--- src/rtl/teea_pkg.sv ---
// shared types and constants for the texture edge expansion addresser
package teea_pkg;

	localparam int MAX_SIZE_LOG2_DEF = 10;

	// mask exponent register width and the span needed for 2^(m+1)-1
	localparam int MASK_W = 4;
	localparam int MASK_SPAN_W = (2 ** MASK_W) + 1;

	localparam int CFG_IDX_W = 3;

	typedef enum logic [CFG_IDX_W-1:0] {
		REG_AXIS_IS_T    = 3'd0,
		REG_LOAD_SIZE    = 3'd1,
		REG_CREATE_SIZE  = 3'd2,
		REG_CREATED_SIZE = 3'd3,
		REG_MASK_BITS    = 3'd4,
		REG_MIRROR_EN    = 3'd5,
		REG_CLAMP_EN     = 3'd6
	} cfg_reg_t;

	// expansion mode decoded from the configuration registers
	typedef struct packed {
		logic axis_t;
		logic mirror;
		logic load_lt_alloc;
		logic clamp_only;
		logic full_period;
		logic partial;
		logic short_tex;
	} mode_t;

endpackage

--- src/rtl/teea_cfg.sv ---
// configuration registers and mode decode for the edge expansion addresser
module teea_cfg #(
	parameter int MAX_SIZE_LOG2 = teea_pkg::MAX_SIZE_LOG2_DEF
) (
	input  logic                               clk,
	input  logic                               arst_n,
	input  logic                               cfg_valid,
	output logic                               cfg_ready,
	input  logic [teea_pkg::CFG_IDX_W-1:0]     cfg_index,
	input  logic [MAX_SIZE_LOG2:0]             cfg_data,
	output teea_pkg::mode_t                    mode,
	output logic [MAX_SIZE_LOG2:0]             load_size,
	output logic [MAX_SIZE_LOG2:0]             created_size,
	output logic [MAX_SIZE_LOG2:0]             limit,
	output logic [MAX_SIZE_LOG2:0]             wrap_size,
	output logic [teea_pkg::MASK_SPAN_W-1:0]   mask_lo,
	output logic [teea_pkg::MASK_SPAN_W-1:0]   mask_hi
);
	import teea_pkg::*;

	localparam int SW = MAX_SIZE_LOG2 + 1;

	logic            axis_is_t_q;
	logic [SW-1:0]   load_size_q;
	logic [SW-1:0]   create_size_q;
	logic [SW-1:0]   created_size_q;
	logic [MASK_W-1:0] mask_bits_q;
	logic            mirror_en_q;
	logic            clamp_en_q;
	logic [MASK_SPAN_W-1:0] period;
	logic [MASK_SPAN_W-1:0] load_ext;
	logic [MASK_SPAN_W-1:0] create_ext;
	logic [MASK_SPAN_W-1:0] created_ext;

	assign cfg_ready = 1'b1;

	always_ff @(posedge clk or negedge arst_n) begin
		if (!arst_n) begin
			axis_is_t_q    <= 1'b0;
			load_size_q    <= '0;
			create_size_q  <= '0;
			created_size_q <= '0;
			mask_bits_q    <= '0;
			mirror_en_q    <= 1'b0;
			clamp_en_q     <= 1'b0;
		end else if (cfg_valid && cfg_ready) begin
			unique case (cfg_reg_t'(cfg_index))
				REG_AXIS_IS_T:    axis_is_t_q    <= cfg_data[0];
				REG_LOAD_SIZE:    load_size_q    <= cfg_data;
				REG_CREATE_SIZE:  create_size_q  <= cfg_data;
				REG_CREATED_SIZE: created_size_q <= cfg_data;
				REG_MASK_BITS:    mask_bits_q    <= cfg_data[MASK_W-1:0];
				REG_MIRROR_EN:    mirror_en_q    <= cfg_data[0];
				REG_CLAMP_EN:     clamp_en_q     <= cfg_data[0];
				default: ;
			endcase
		end
	end

	// mask_hi = 2^(m+1)-1, mask_lo = 2^m-1
	assign mask_hi = {MASK_SPAN_W{1'b1}} >> (MASK_SPAN_W - 1 - int'(mask_bits_q));
	assign mask_lo = mask_hi >> 1;
	assign period  = mask_lo + MASK_SPAN_W'(1);

	assign load_ext    = MASK_SPAN_W'(load_size_q);
	assign create_ext  = MASK_SPAN_W'(create_size_q);
	assign created_ext = MASK_SPAN_W'(created_size_q);

	assign load_size    = load_size_q;
	assign created_size = created_size_q;
	assign limit        = clamp_en_q ? create_size_q : created_size_q;

	always_comb begin
		mode.axis_t        = axis_is_t_q;
		mode.mirror        = mirror_en_q;
		mode.load_lt_alloc = load_size_q < created_size_q;
		mode.clamp_only    = mask_bits_q == '0;
		mode.full_period   = load_ext == period;
		mode.partial       = (load_size_q < create_size_q) && (create_ext == period)
			&& (created_ext == period);
		mode.short_tex     = (create_ext < period) && (load_size_q <= create_size_q);
	end

	// wrap end point: the limit when a full period is loaded, else the allocation
	assign wrap_size = mode.full_period ? limit : created_size_q;

endmodule

--- src/rtl/texture_edge_expand_addresser_core.sv ---
// Edge expansion addresser: for each destination coordinate along S or T it tells whether
// expansion writes that texel and which coordinate it is copied from. One request is taken
// every clock while dest_stall is low. Three register stages (input capture, range compares,
// source select) lie between an accepted request and its result. Stalls hold each stage and
// bubbles are squeezed out. Configuration is written through the cfg port, which is always
// ready, and must only change while no request is in flight.
module texture_edge_expand_addresser_core #(
	parameter int MAX_SIZE_LOG2 = teea_pkg::MAX_SIZE_LOG2_DEF
) (
	input  logic                           clk,
	input  logic                           arst_n,
	input  logic                           cfg_valid,
	output logic                           cfg_ready,
	input  logic [teea_pkg::CFG_IDX_W-1:0] cfg_index,
	input  logic [MAX_SIZE_LOG2:0]         cfg_data,
	input  logic                           dest_valid,
	output logic                           dest_stall,
	input  logic [MAX_SIZE_LOG2-1:0]       dest_coord,
	output logic                           result_valid,
	input  logic                           result_stall,
	output logic                           write_en,
	output logic [MAX_SIZE_LOG2-1:0]       source_coord
);
	import teea_pkg::*;

	localparam int CW = MAX_SIZE_LOG2;
	localparam int SW = MAX_SIZE_LOG2 + 1;

	mode_t                  mode;
	logic [SW-1:0]          load_size;
	logic [SW-1:0]          created_size;
	logic [SW-1:0]          limit;
	logic [SW-1:0]          wrap_size;
	logic [MASK_SPAN_W-1:0] mask_lo;
	logic [MASK_SPAN_W-1:0] mask_hi;

	teea_cfg #(
		.MAX_SIZE_LOG2(MAX_SIZE_LOG2)
	) u_cfg (
		.clk         (clk),
		.arst_n      (arst_n),
		.cfg_valid   (cfg_valid),
		.cfg_ready   (cfg_ready),
		.cfg_index   (cfg_index),
		.cfg_data    (cfg_data),
		.mode        (mode),
		.load_size   (load_size),
		.created_size(created_size),
		.limit       (limit),
		.wrap_size   (wrap_size),
		.mask_lo     (mask_lo),
		.mask_hi     (mask_hi)
	);

	// stage handshake
	logic valid_s1, valid_s2, valid_s3;
	logic ready_1, ready_2, ready_3;

	assign ready_3    = !valid_s3 || !result_stall;
	assign ready_2    = !valid_s2 || ready_3;
	assign ready_1    = !valid_s1 || ready_2;
	assign dest_stall = !ready_1;

	// stage 1: capture coordinate
	logic [CW-1:0] x_s1;

	always_ff @(posedge clk or negedge arst_n) begin
		if (!arst_n) begin
			valid_s1 <= 1'b0;
		end else if (ready_1) begin
			valid_s1 <= dest_valid;
		end
	end

	always_ff @(posedge clk) begin
		if (ready_1 && dest_valid) begin
			x_s1 <= dest_coord;
		end
	end

	// stage 2: range compares and masked coordinates
	logic [SW-1:0]          x_ext;
	logic [MASK_SPAN_W-1:0] x_span;
	logic [CW-1:0]          xlo_c;
	logic [CW-1:0]          xhi_c;
	logic [CW-1:0]          x_s2;
	logic [CW-1:0]          xlo_s2;
	logic [CW-1:0]          xhi_s2;
	logic                   win_a_s2;
	logic                   win_b_s2;
	logic                   win_k_s2;
	logic                   mir_lo_s2;
	logic                   wrap_lo_s2;
	logic                   wrap_hi_s2;

	assign x_ext  = SW'(x_s1);
	assign x_span = MASK_SPAN_W'(x_s1);
	assign xlo_c  = x_s1 & mask_lo[CW-1:0];
	assign xhi_c  = x_s1 & mask_hi[CW-1:0];

	always_ff @(posedge clk or negedge arst_n) begin
		if (!arst_n) begin
			valid_s2 <= 1'b0;
		end else if (ready_2) begin
			valid_s2 <= valid_s1;
		end
	end

	always_ff @(posedge clk) begin
		if (ready_2 && valid_s1) begin
			x_s2       <= x_s1;
			xlo_s2     <= xlo_c;
			xhi_s2     <= xhi_c;
			win_a_s2   <= (x_ext >= load_size) && (x_ext < limit);
			win_b_s2   <= (limit < created_size) && (limit != '0) && (x_ext >= limit)
				&& (x_ext < created_size);
			win_k_s2   <= (load_size != '0) && (x_ext >= load_size) && (x_ext < created_size);
			mir_lo_s2  <= MASK_SPAN_W'(xhi_c) <= mask_lo;
			wrap_lo_s2 <= SW'(xlo_c) < load_size;
			wrap_hi_s2 <= x_span > mask_lo;
		end
	end

	// stage 3: source candidates and final selection
	logic [CW-1:0] mirror_src;
	logic [CW-1:0] wrap_src;
	logic [CW-1:0] load_last;
	logic [CW-1:0] limit_last;
	logic          we_c;
	logic [CW-1:0] src_c;
	logic          we_s3;
	logic [CW-1:0] src_s3;
	logic          partial_in;

	assign mirror_src = mir_lo_s2 ? xlo_s2 : (mask_hi[CW-1:0] - xhi_s2);
	assign load_last  = load_size[CW-1:0] - CW'(1);
	assign limit_last = limit[CW-1:0] - CW'(1);

	// axis specific wrap rules
	always_comb begin
		if (mode.axis_t) begin
			wrap_src = wrap_hi_s2 ? xlo_s2 : (x_s2 - load_size[CW-1:0]);
		end else begin
			wrap_src = wrap_lo_s2 ? xlo_s2 : (wrap_size[CW-1:0] - xlo_s2);
		end
	end

	// the clamp-only window needs a nonzero load, the partial one does not
	assign partial_in = (SW'(x_s2) >= load_size) && (SW'(x_s2) < created_size);

	always_comb begin
		we_c  = 1'b0;
		src_c = '0;
		if (mode.load_lt_alloc) begin
			priority if (mode.clamp_only) begin
				if (win_k_s2) begin
					we_c  = 1'b1;
					src_c = load_last;
				end
			end else if (mode.full_period) begin
				if (win_a_s2) begin
					we_c  = 1'b1;
					src_c = mode.mirror ? mirror_src : wrap_src;
				end
				if (win_b_s2) begin
					we_c  = 1'b1;
					src_c = limit_last;
				end
			end else if (mode.partial) begin
				if (partial_in) begin
					we_c  = 1'b1;
					src_c = wrap_src;
				end
			end else if (mode.short_tex) begin
				if (win_k_s2) begin
					we_c  = 1'b1;
					src_c = load_last;
				end
			end else begin
				we_c = 1'b0;
			end
		end
	end

	always_ff @(posedge clk or negedge arst_n) begin
		if (!arst_n) begin
			valid_s3 <= 1'b0;
		end else if (ready_3) begin
			valid_s3 <= valid_s2;
		end
	end

	always_ff @(posedge clk) begin
		if (ready_3 && valid_s2) begin
			we_s3  <= we_c;
			src_s3 <= src_c;
		end
	end

	assign result_valid = valid_s3;
	assign write_en     = we_s3;
	assign source_coord = src_s3;

`ifndef SYNTHESIS
	// a result without a write carries source zero
	assert property (@(posedge clk) disable iff (!arst_n)
		result_valid && !write_en |-> source_coord == '0)
		else $error("source nonzero without write");

	// nothing is written when the load already covers the allocation
	assert property (@(posedge clk) disable iff (!arst_n)
		result_valid && write_en |-> mode.load_lt_alloc)
		else $error("write with load not below allocation");

	// an accepted request shows up in stage one
	assert property (@(posedge clk) disable iff (!arst_n)
		dest_valid && !dest_stall |=> valid_s1)
		else $error("accepted request lost at stage one");

	// a held middle stage keeps its coordinate
	assert property (@(posedge clk) disable iff (!arst_n)
		valid_s2 && !ready_3 |=> valid_s2 && $stable(x_s2))
		else $error("stage two changed while held");
`endif

endmodule
--- config.mk ---
export PLATFORM = sky130hd
export DESIGN_NAME = texture_edge_expand_addresser_core
export DESIGN_NICKNAME = d
export VERILOG_FILES = /design/src/rtl/teea_pkg.sv /design/src/rtl/teea_cfg.sv /design/src/rtl/texture_edge_expand_addresser_core.sv
export SDC_FILE = /design/constraint.sdc
export NUM_CORES = 1
export LEC_CHECK = 0
export BUFFER_PORTS_ARGS = -buffer_cell sky130_fd_sc_hd__buf_2
export CORE_AREA = 2 2 130 132
export CTS_BUF_LIST = sky130_fd_sc_hd__clkbuf_8 sky130_fd_sc_hd__clkbuf_16
export CTS_CLUSTER_DIAMETER = 120
export DETAILED_ROUTE_END_ITERATION = 7
export DIE_AREA = 0 0 132 134
export PLACE_DENSITY = 0.92
export SKIP_LAST_GASP = 1
export SYNTH_ARGS = -nofsm -noshare
export SYNTH_HDL_FRONTEND = slang
export SYNTH_HIERARCHICAL = 1
export SYNTH_SLANG_ARGS = --single-unit
--- constraint.sdc ---
create_clock -name clk -period 8.4 [get_ports clk]
set_input_delay 1.26 -clock clk [delete_from_list [all_inputs] [get_ports clk]]
set_output_delay 1.26 -clock clk [all_outputs]
set_load 0.02 [all_outputs]
==> out/summary.txt, run 1 <==
Fmax: 134.8 MHz
Io pins: 43
# port buffers: 41
P&R area growth vs syn: 5.694%
Die W: 132 um
Syn_nets: 1337
Filler cells: 1320
Setup crit end kind: register
Wirelength per Cell: 22.74 um
Worst VDD drop: 0.1621 mV
Cell area after synthesis: 10260 um^2
Final WS setup: 0.9832 ns
Clk root buf: clkbuf_16
Total number of vias: 9317
H-tree Lvls: 3
Via density: 6.708
Worst-Skew Late Latency: 0.37 ns
Clock Sinks: 100
Worst path max stage delay: 0.72 ns
Vias in the first global route: 8789
Power Density: 280.3 nW/um^2
Multi-input logic area: 6768 um^2
Drt total wl: 31580 um
Slowest stage cell on the critical path: ha_1
Cts hold-fix bufs: 0
Initial antenna violation count: 0
Fin nets: 1349
Critical path, cell by cell: inv_1, ha_1, nand2_1, inv_1, a21oi_1, or2_2, ha_1, nand2_1, a2bb2oi_1, o21ba_1, and2_1, xnor2_1, ha_1, nand4_1, nor3_1, nand4_1, or4_1, nor4_1, nor2b_1, o221ai_1, a21oi_1, a311oi_1, o32a_1, nor2_1
Tmin final: 7.417 ns
Global-route wire length before repair: 48350 um
CTS tree: done
Clock Pin Slew Worst Setup and Hold Paths: 0.09 ns
Clock Skew: 0.01574 ns
Design area: 10850 um^2
Share of post-route cells with drive strength above 1: 0.1189
Most used cell, CP: ha_1
DP HPWL: 24280 um
Worst-margin pin slew: 1.157 ns
Die Y: 134 um
Antenna cell count: 0
Clock buffer depth: 2
Worst R2R Setup Slack: 0.98 ns
Static Leak: 4.920 nW
Arr. time, crit path: 7.65 ns
Largest net degree at the start of global routing: 44
Core Rows: 47
Final Slew Violations: 0
Yosys Warn Count: 6
DP Area: 10550 um^2
Rel. slew slack: 0.2250
Hold Crit Class: reg -> reg
Post-CTS setup buffers: 0
Finish-stage setup viols: 0
Crit share post-route: 0.8829
Remaining Overflow, GRT: 0
Status: finished, final reports clean
WS Path Type: reg -> reg
Pre-CTS setup slack: 1.229 ns
Final Hold Vio Count: 0
Setup TNS: 0 ns
Gpl congestion: 0.9993
Starting density of the core: 0.6300
TritonRoute pass-1 iters: 6
Synth Instances: 1152
Crit Path Max Fanout: 24
RSZ-0062 raised after global routing: false
Worst path required time: 8.63 ns
Total CTS buffers: 9
Crit start category: register
Mean area per synthesized cell: 8.908 um^2
Crit path buffers/inverters: 2
Post-route ant nets: 0
Total Routing Usage GR: 0.3556
Seq. cell area: 2788 um^2
Die area: 17690 um^2
Core area: 16290 um^2
CP delay by family, top: simple AND/OR/NAND/NOR gates
DR DRC count: 0
Final Power: 0.003040 W
1st-iter DRT viols: 1065
CTS resizes: 0
Max-Cap Viols: 0
[flip-flops by register name, indices dropped and copies added, names as in the netlist, 4 cells and up]
register / count
x_s2: 10
u_cfg/create_size_q: 11
source_coord: 10
u_cfg/created_size: 11
x_s1: 10
u_cfg/load_size: 11
xhi_s2: 10
xlo_s2: 10
u_cfg/mask_bits_q: 4
[layout make-up]
cell class              count  area share
flip-flops and latches    100      0.2570
multi-input cells         886      0.6239
clock inverters             7    0.006229
inverters                 114     0.03945
clock buffers               9     0.02076
well taps                 220     0.02538
repair buffers             53     0.02722
[report_power, final]
part	leakage [nW]	switching (W)	internal, W
sequential	1.07	0.000183	0.000616
combinational	3.70	0.00108	0.000736
clock	0.145	0.000217	0.000209
[worst reg2reg max path, stage by stage, from the launching register on]
cell and delay [ns]:
dfrtp_1 0.48, inv_1 0.16, ha_1 0.72, nand2_1 0.50, inv_1 0.21, a21oi_1 0.05, or2_2 0.33, ha_1 0.31
nand2_1 0.10, a2bb2oi_1 0.31, o21ba_1 0.21, and2_1 0.24, xnor2_1 0.16, ha_1 0.31, nand4_1 0.10, nor3_1 0.26
nand4_1 0.11, or4_1 0.52, nor4_1 0.56, nor2b_1 0.20, o221ai_1 0.11, a21oi_1 0.62, a311oi_1 0.21, o32a_1 0.38
nor2_1 0.10
[per-stage QoR]
stage	util	hold WS, ns	std cells
floorplan	-	0.4487	1152
global placement	0.6479	0.4773	1373
detailed placement	0.6479	0.4854	1373
CTS	0.6659	0.5085	1389
global route	0.6659	0.5313	1389
finish	0.6659	0.5020	1389
[layout by cell type, fill, tap and decap left out, drive strengths merged, types with 9 or more instances in the layout]
master	instances
a31oi	9
nand2	101
a21oi	62
edfxtp	57
xnor2	48
ha	153
mux2	37
dfrtp	43
and2	16
o21a	26
nand2b	20
nor4	10
clkbuf	9
nand4	15
o21ai	78
nand3	17
nor3	26
a21o	21
nor2	66
inv	118
o211ai	10
xor2	14
buf	53
nor2b	22
[per-layer routing]
metal	GRT usage	part of all wire
met5	0	0
met4	0.2120	0.063
met3	0.05556	0.10
met2	0.5576	0.44
met1	0.4669	0.39
[final timing paths]
check,startpoint,to,cells after the start
max reg2reg,u_cfg/mask_bits_q[1],source_coord[1],24
min reg2reg,valid_s1,valid_s2,1
max in group asynchronous,arst_n,valid_s2,1
min in group asynchronous,arst_n,u_cfg/created_size[8],1
min,valid_s1,valid_s2,1
max,u_cfg/mask_bits_q[1],source_coord[1],24
Power figures use the tool's default switching activity.
==> inputs of run 2 (changes only) <==
- clock period: 8.4 -> 7.74 ns (I/O delays scaled with it)
==> run 2 against run 1 <==
Against the previous run: worst setup slack got worse by 0.23 ns; critical path depth rose by 1; final area increased by 0.13%; fmax grew 6.2%; sequential share of layout area about the same; non-clock buffer count is 1 higher; total power rose by 9.0%; register-to-register slack got worse by 0.23 ns; worst hold slack worse by 0.0011 ns; utilization is 0.084 points higher; global-route usage down 0.083 points; clock skew shrank 0.0045 ns.
==> out/summary.txt, run 2 (synthesis results as in run 1) <==
Static Leak: 4.929 nW (was 4.920 nW)
Remaining Overflow, GRT: 0 (unchanged)
Worst setup startpoint: u_cfg/mask_bits_q[2] (was u_cfg/mask_bits_q[1])
R2R Path End: source_coord[6] (was source_coord[1])
Core Rows: 47 (unchanged)
CTS tree: done (unchanged)
Most common cell after layout, fill and taps aside: ha_1 (unchanged)
Share of post-route cells with drive strength above 1: 0.1197 (was 0.1189)
Slowest stage cell on the critical path: dfrtp_1 (was ha_1)
CP delay by family, top: simple AND/OR/NAND/NOR gates (unchanged)
Starting density of the core: 0.6300 (unchanged)
Setup TNS: 0 ns (unchanged)
Tmin final: 6.986 ns (was 7.417 ns)
Die Y: 134 um (unchanged)
Power Density: 305.1 nW/um^2 (was 280.3 nW/um^2)
Clock buffer depth: 2 (unchanged)
Clock power frac: 0.143 (was 0.140)
Initial antenna violation count: 0 (unchanged)
Rel. slew slack: 0.2121 (was 0.2250)
Crit path buffers/inverters: 2 (unchanged)
Finish-stage setup viols: 0 (unchanged)
Post-route ant nets: 0 (unchanged)
Post-CTS setup buffers: 0 (unchanged)
Vias in the first global route: 9091 (was 8789)
Most used cell, CP: nand2_1 (was ha_1)
Sw frac: 0.4880 (was 0.4866)
Crit Reg-Reg Startpoint: u_cfg/mask_bits_q[2] (was u_cfg/mask_bits_q[1])
Wirelength per Cell: 22.52 um (was 22.74 um)
Antenna cell count: 0 (unchanged)
Drt total wl: 31300 um (was 31580 um)
Via density: 6.683 (was 6.708)
Setup crit end kind: register (unchanged)
Final Slew Violations: 0 (unchanged)
Cells on worst reg2reg path: 25 (was 24)
Largest net degree at the start of global routing: 44 (unchanged)
Seq pwr share: 0.260 (was 0.263)
Fmax: 143.1 MHz (was 134.8 MHz)
Crit start category: register (unchanged)
DR DRC count: 0 (unchanged)
Clk root buf: clkbuf_16 (unchanged)
H-tree Lvls: 3 (unchanged)
Total CTS buffers: 9 (unchanged)
Io pins: 43 (unchanged)
Die area: 17690 um^2 (unchanged)
Cts hold-fix bufs: 0 (unchanged)
Crit share post-route: 0.9026 (was 0.8829)
Clock Pin Slew Worst Setup and Hold Paths: 0.09 ns (about the same)
RSZ-0062 raised after global routing: false (unchanged)
Int Power: 0.001697 W (was 0.001561 W)
Die W: 132 um (unchanged)
Crit Path Max Fanout: 18 (was 24)
Highest-count cells in the layout ignoring fill and taps: 153 x ha_1, 114 x inv_1, 100 x nand2_1 (unchanged)
Gpl congestion: 1.048 (was 0.9993)
Final core occ: 0.6667 (was 0.6659)
TritonRoute pass-1 iters: 6 (unchanged)
Combinational Power Share: 0.596 (was 0.597)
Max-Cap Viols: 0 (unchanged)
Sw power: 0.001617 W (was 0.001479 W)
DP HPWL: 24060 um (was 24280 um)
P&R area growth vs syn: 5.828% (was 5.694%)
CTS resizes: 0 (unchanged)
Worst path required time: 7.87 ns (was 8.63 ns)
Worst hold path depth: 1 (unchanged)
Arr. time, crit path: 7.12 ns (was 7.65 ns)
Fin nets: 1350 (was 1349)
Worst-margin pin slew: 1.177 ns (was 1.157 ns)
Clock Skew: 0.01122 ns (was 0.01574 ns)
1st-iter DRT viols: 1276 (was 1065)
Worst-Skew Late Latency: 0.38 ns (was 0.37 ns)
Clock Sinks: 100 (unchanged)
Worst R2R Setup Slack: 0.75 ns (was 0.98 ns)
Worst VDD drop: 0.1960 mV (was 0.1621 mV)
Total number of vias: 9289 (was 9317)
Hold Crit Class: reg -> reg (unchanged)
Status: finished, final reports clean (unchanged)
Filler cells: 1265 (was 1320)
Total Routing Usage GR: 0.3548 (was 0.3556)
Worst Hold End: valid_s2 (unchanged)
Core area: 16290 um^2 (unchanged)
Worst path max stage delay: 0.62 ns (was 0.72 ns)
# port buffers: 41 (unchanged)
Global-route wire length before repair: 48510 um (was 48350 um)
WS Path Type: reg -> reg (unchanged)
Final Hold Vio Count: 0 (unchanged)
Hold_sp: valid_s1 (unchanged)
run 2: per-stage QoR:
stage | instances | setup slack (ns) | hold WS (ns) | instance area (um^2) | total power [W]
final | 1390 | 0.7539 | 0.5008 | 10860 | 0.003314
after floorplan | 1152 | 1.777 | 0.4487 | 10260 | 0.002212
after global routing | 1390 | 0.4105 | 0.5253 | 10860 | 0.003491
after global placement | 1374 | 1.427 | 0.4753 | 10560 | 0.002665
after CTS | 1390 | 0.9773 | 0.5031 | 10860 | 0.003229
after detailed placement | 1374 | 0.9923 | 0.4793 | 10560 | 0.002742
run 2: how the worst max path moves through the flow:
stage	to	slack, ns	cells past startpoint
2_1_floorplan	source_coord[6]	1.78	29
3_3_place_gp	source_coord[6]	1.43	25
3_5_place_dp	source_coord[6]	0.99	25
4_1_cts	source_coord[6]	0.98	25
5_1_grt	source_coord[6]	0.41	25
6_report	source_coord[6]	0.75	25
run 2: per-layer routing:
| layer | global-route usage | wire [um] |
|---|---|---|
| met1 | 0.4358 | 11820 |
| met2 | 0.5778 | 13870 |
| met3 | 0.06841 | 3503 |
| met4 | 0.2210 | 2117 |
| met5 | 0 | 0 |
run 2: worst reg2reg max path, delay by kind of cell, from the launching register on:
kind / cells / cell delay [ns]
xor gates and xnor gates: 1 / 0.16
buffers and inverters: 2 / 0.37
AOI/OAI and AO/OA: 7 / 1.40
DFF: 1 / 0.62
adders and majority gates: 2 / 0.64
and+or+nand+nor: 13 / 3.53
run 2: final cells by class:
class | instances | area [um^2] | area share
well taps | 220 | 275.3 | 0.02535
flip-flops and latches | 100 | 2788 | 0.2567
multi-input cells | 886 | 6768 | 0.6232
inverters | 114 | 427.9 | 0.03940
clock buffers | 9 | 225.2 | 0.02074
clock inverters | 7 | 73.82 | 0.006797
repair buffers | 54 | 302.8 | 0.02788
run 2: power groups by stage:
stage / combinational, W / sequential [W] / clock [W]
after detailed placement: 0.00188 / 0.000857 / 0
final: 0.00198 / 0.000862 / 0.000475
after CTS: 0.00191 / 0.000847 / 0.000476
after global routing: 0.00214 / 0.000863 / 0.000493
after floorplan: 0.00144 / 0.000768 / 0
after global placement: 0.00181 / 0.000855 / 0
==> inputs of run 3 (changes only) <==
- CORE_AREA: 2 2 130 132 -> 2 2 129 131
- DIE_AREA: 0 0 132 134 -> 0 0 131 133
- PLACE_DENSITY: 0.92 -> 0.93
- clock period: 7.74 -> 8.6 ns (I/O delays scaled with it)
==> run 3 against run 2 <==
Against the previous run: clock power decreased by 12%; critical path depth unchanged; critical path type unchanged; via count increased by 0.24%; utilization increased by 0.29 points; combinational power decreased by 11%.
==> out/summary.txt, run 3 (synthesis results as in run 1) <==
Worst path required time: 8.82 ns (was 7.87 ns)
Fin nets: 1347 (was 1350)
Crit start category: register (unchanged)
Worst-Skew Late Latency: 0.37 ns (was 0.38 ns)
Most common cell after layout, fill and taps aside: ha_1 (unchanged)
# port buffers: 41 (unchanged)
Worst path max stage delay: 0.55 ns (was 0.62 ns)
Remaining Overflow, GRT: 0 (unchanged)
Worst R2R Setup Slack: 1.39 ns (was 0.75 ns)
H-tree Lvls: 3 (unchanged)
Rel. slew slack: 0.2286 (was 0.2121)
Post-CTS setup buffers: 0 (unchanged)
Setup crit end kind: register (unchanged)
1st-iter DRT viols: 1171 (was 1276)
Worst VDD drop: 0.2326 mV (was 0.1960 mV)
Core Rows: 47 (unchanged)
RSZ-0062 raised after global routing: false (unchanged)
Initial antenna violation count: 0 (unchanged)
Fin cells: 1387 (was 1390)
Crit share post-route: 0.8385 (was 0.9026)
Finish-stage setup viols: 0 (unchanged)
Worst-margin pin slew: 1.152 ns (was 1.177 ns)
CTS tree: done (unchanged)
Wirelength per Cell: 22.40 um (was 22.52 um)
Placed Instances: 1371 (was 1374)
Tmin final: 7.211 ns (was 6.986 ns)
Clock Sinks: 100 (unchanged)
Die Y: 133 um (was 134 um)
R2R Path End: write_en (was source_coord[6])
Crit Path Max Fanout: 24 (was 18)
Core area: 16170 um^2 (was 16290 um^2)
Hold_sp: valid_s1 (unchanged)
Final Hold Vio Count: 0 (unchanged)
Cts hold-fix bufs: 0 (unchanged)
Global-route wire length before repair: 48480 um (was 48510 um)
Die area: 17420 um^2 (was 17690 um^2)
Status: finished, final reports clean (unchanged)
Static Leak: 4.910 nW (was 4.929 nW)
DP HPWL: 23760 um (was 24060 um)
Final WS setup: 1.389 ns (was 0.7539 ns)
Drt total wl: 31070 um (was 31300 um)
DR DRC count: 0 (unchanged)
Via density: 6.713 (was 6.683)
CTS resizes: 0 (unchanged)
Fmax: 138.7 MHz (was 143.1 MHz)
Vias in the first global route: 8947 (was 9091)
Largest net degree at the start of global routing: 44 (unchanged)
Max-Cap Viols: 0 (unchanged)
Gpl congestion: 1.020 (was 1.048)
DP Area: 10540 um^2 (was 10560 um^2)
Clock Pin Slew Worst Setup and Hold Paths: 0.08 ns (was 0.09 ns)
Die W: 131 um (was 132 um)
Final Slew Violations: 0 (unchanged)
Clock buffer depth: 2 (unchanged)
TritonRoute pass-1 iters: 6 (unchanged)
Starting density of the core: 0.6346 (was 0.6300)
Share of post-route cells with drive strength above 1: 0.1174 (was 0.1197)
Clk root buf: clkbuf_16 (unchanged)
Cells on worst reg2reg path: 25 (unchanged)
WS Path Type: reg -> reg (unchanged)
Slowest stage cell on the critical path: or4_1 (was dfrtp_1)
Design area: 10830 um^2 (was 10860 um^2)
Worst hold path depth: 1 (unchanged)
Setup TNS: 0 ns (unchanged)
CP delay by family, top: simple AND/OR/NAND/NOR gates (unchanged)
Arr. time, crit path: 7.43 ns (was 7.12 ns)
Antenna cell count: 0 (unchanged)
Hold Crit Class: reg -> reg (unchanged)
P&R area growth vs syn: 5.523% (was 5.828%)
Total CTS buffers: 9 (unchanged)
Post-route ant nets: 0 (unchanged)
Total number of vias: 9311 (was 9289)
Crit Reg-Reg Startpoint: u_cfg/mask_bits_q[0] (was u_cfg/mask_bits_q[2])
Power Density: 273.6 nW/um^2 (was 305.1 nW/um^2)
Pre-CTS setup slack: 1.767 ns (was 0.9923 ns)
Io pins: 43 (unchanged)
Clock Skew: 0.008990 ns (was 0.01122 ns)
Filler cells: 1236 (was 1265)
Highest-count cells in the layout ignoring fill and taps: 153 x ha_1, 114 x inv_1, 100 x nand2_1 (unchanged)
Crit path buffers/inverters: 3 (was 2)
Total Routing Usage GR: 0.3668 (was 0.3548)
Worst Hold End: valid_s2 (unchanged)
run 3: cell types whose count changed in the layout (fill, tap and decap cells not counted), sizes merged:
| cell | change |
|---|---|
| inv | -2 |
| buf | -3 |
| clkinv | +2 |
run 3: routing by layer:
metal	global-route usage	share of wire	up-vias
met4	0.2394	0.075	0
met5	0	0	-
met2	0.5340	0.43	661
met3	0.09947	0.12	174
li1	-	-	4159
met1	0.4757	0.38	4317
run 3: final cells by class:
type	instances	area [um^2]	share of cell area
Multi-Input combinational cell	886	6768	0.6250
Tap cell	220	275.3	0.02542
Timing Repair Buffer	51	280.3	0.02588
Inverter	114	427.9	0.03951
Clock inverter	7	65.06	0.006008
Clock buffer	9	225.2	0.02080
Sequential cell	100	2788	0.2574
run 3: through the flow:
step | hold WS, ns | total power [W] | util
2_1_floorplan | 0.4487 | 0.001991 | -
5_1_grt | 0.5298 | 0.003130 | 0.6696
3_5_place_dp | 0.4876 | 0.002456 | 0.6517
4_1_cts | 0.5079 | 0.002879 | 0.6696
3_3_place_gp | 0.4762 | 0.002393 | 0.6517
6_report | 0.4995 | 0.002963 | 0.6696
run 3: worst reg2reg max path, stage by stage (launching register included):
cell	delay (ns)
dfrtp_1	0.50
inv_1	0.15
ha_1	0.17
buf_4	0.27
nand2_1	0.31
inv_1	0.54
a21oi_1	0.08
or2_2	0.35
ha_1	0.32
nand2_1	0.11
a2bb2oi_1	0.30
o21ba_1	0.20
and2_1	0.25
xnor2_1	0.17
ha_1	0.32
nand4_1	0.11
nor3_1	0.20
nand4_1	0.13
or4_1	0.55
nor4_1	0.55
nor2b_1	0.21
o221ai_1	0.12
a21oi_1	0.48
nand2_2	0.18
a221o_1	0.35
a21oi_1	0.16
run 3: power by group:
group          switching [W]  leakage, nW  total, W  internal, W
clock network       0.000211        0.146  0.000416     0.000204
logic                0.00106         3.69   0.00177     0.000712
registers           0.000178         1.07  0.000779     0.000602
run 3: how the worst max path moves through the flow:
| stage | startpoint | to | slack [ns] | depth (start not counted) |
|---|---|---|---|---|
| after floorplan | u_cfg/mask_bits_q[1] | source_coord[6] | 2.64 | 29 |
| after global placement | u_cfg/mask_bits_q[1] | source_coord[7] | 2.05 | 23 |
| after detailed placement | u_cfg/mask_bits_q[0] | write_en | 1.77 | 25 |
| after CTS | u_cfg/mask_bits_q[0] | write_en | 1.68 | 25 |
| after global routing | u_cfg/mask_bits_q[0] | write_en | 0.92 | 25 |
| final | u_cfg/mask_bits_q[0] | write_en | 1.39 | 25 |
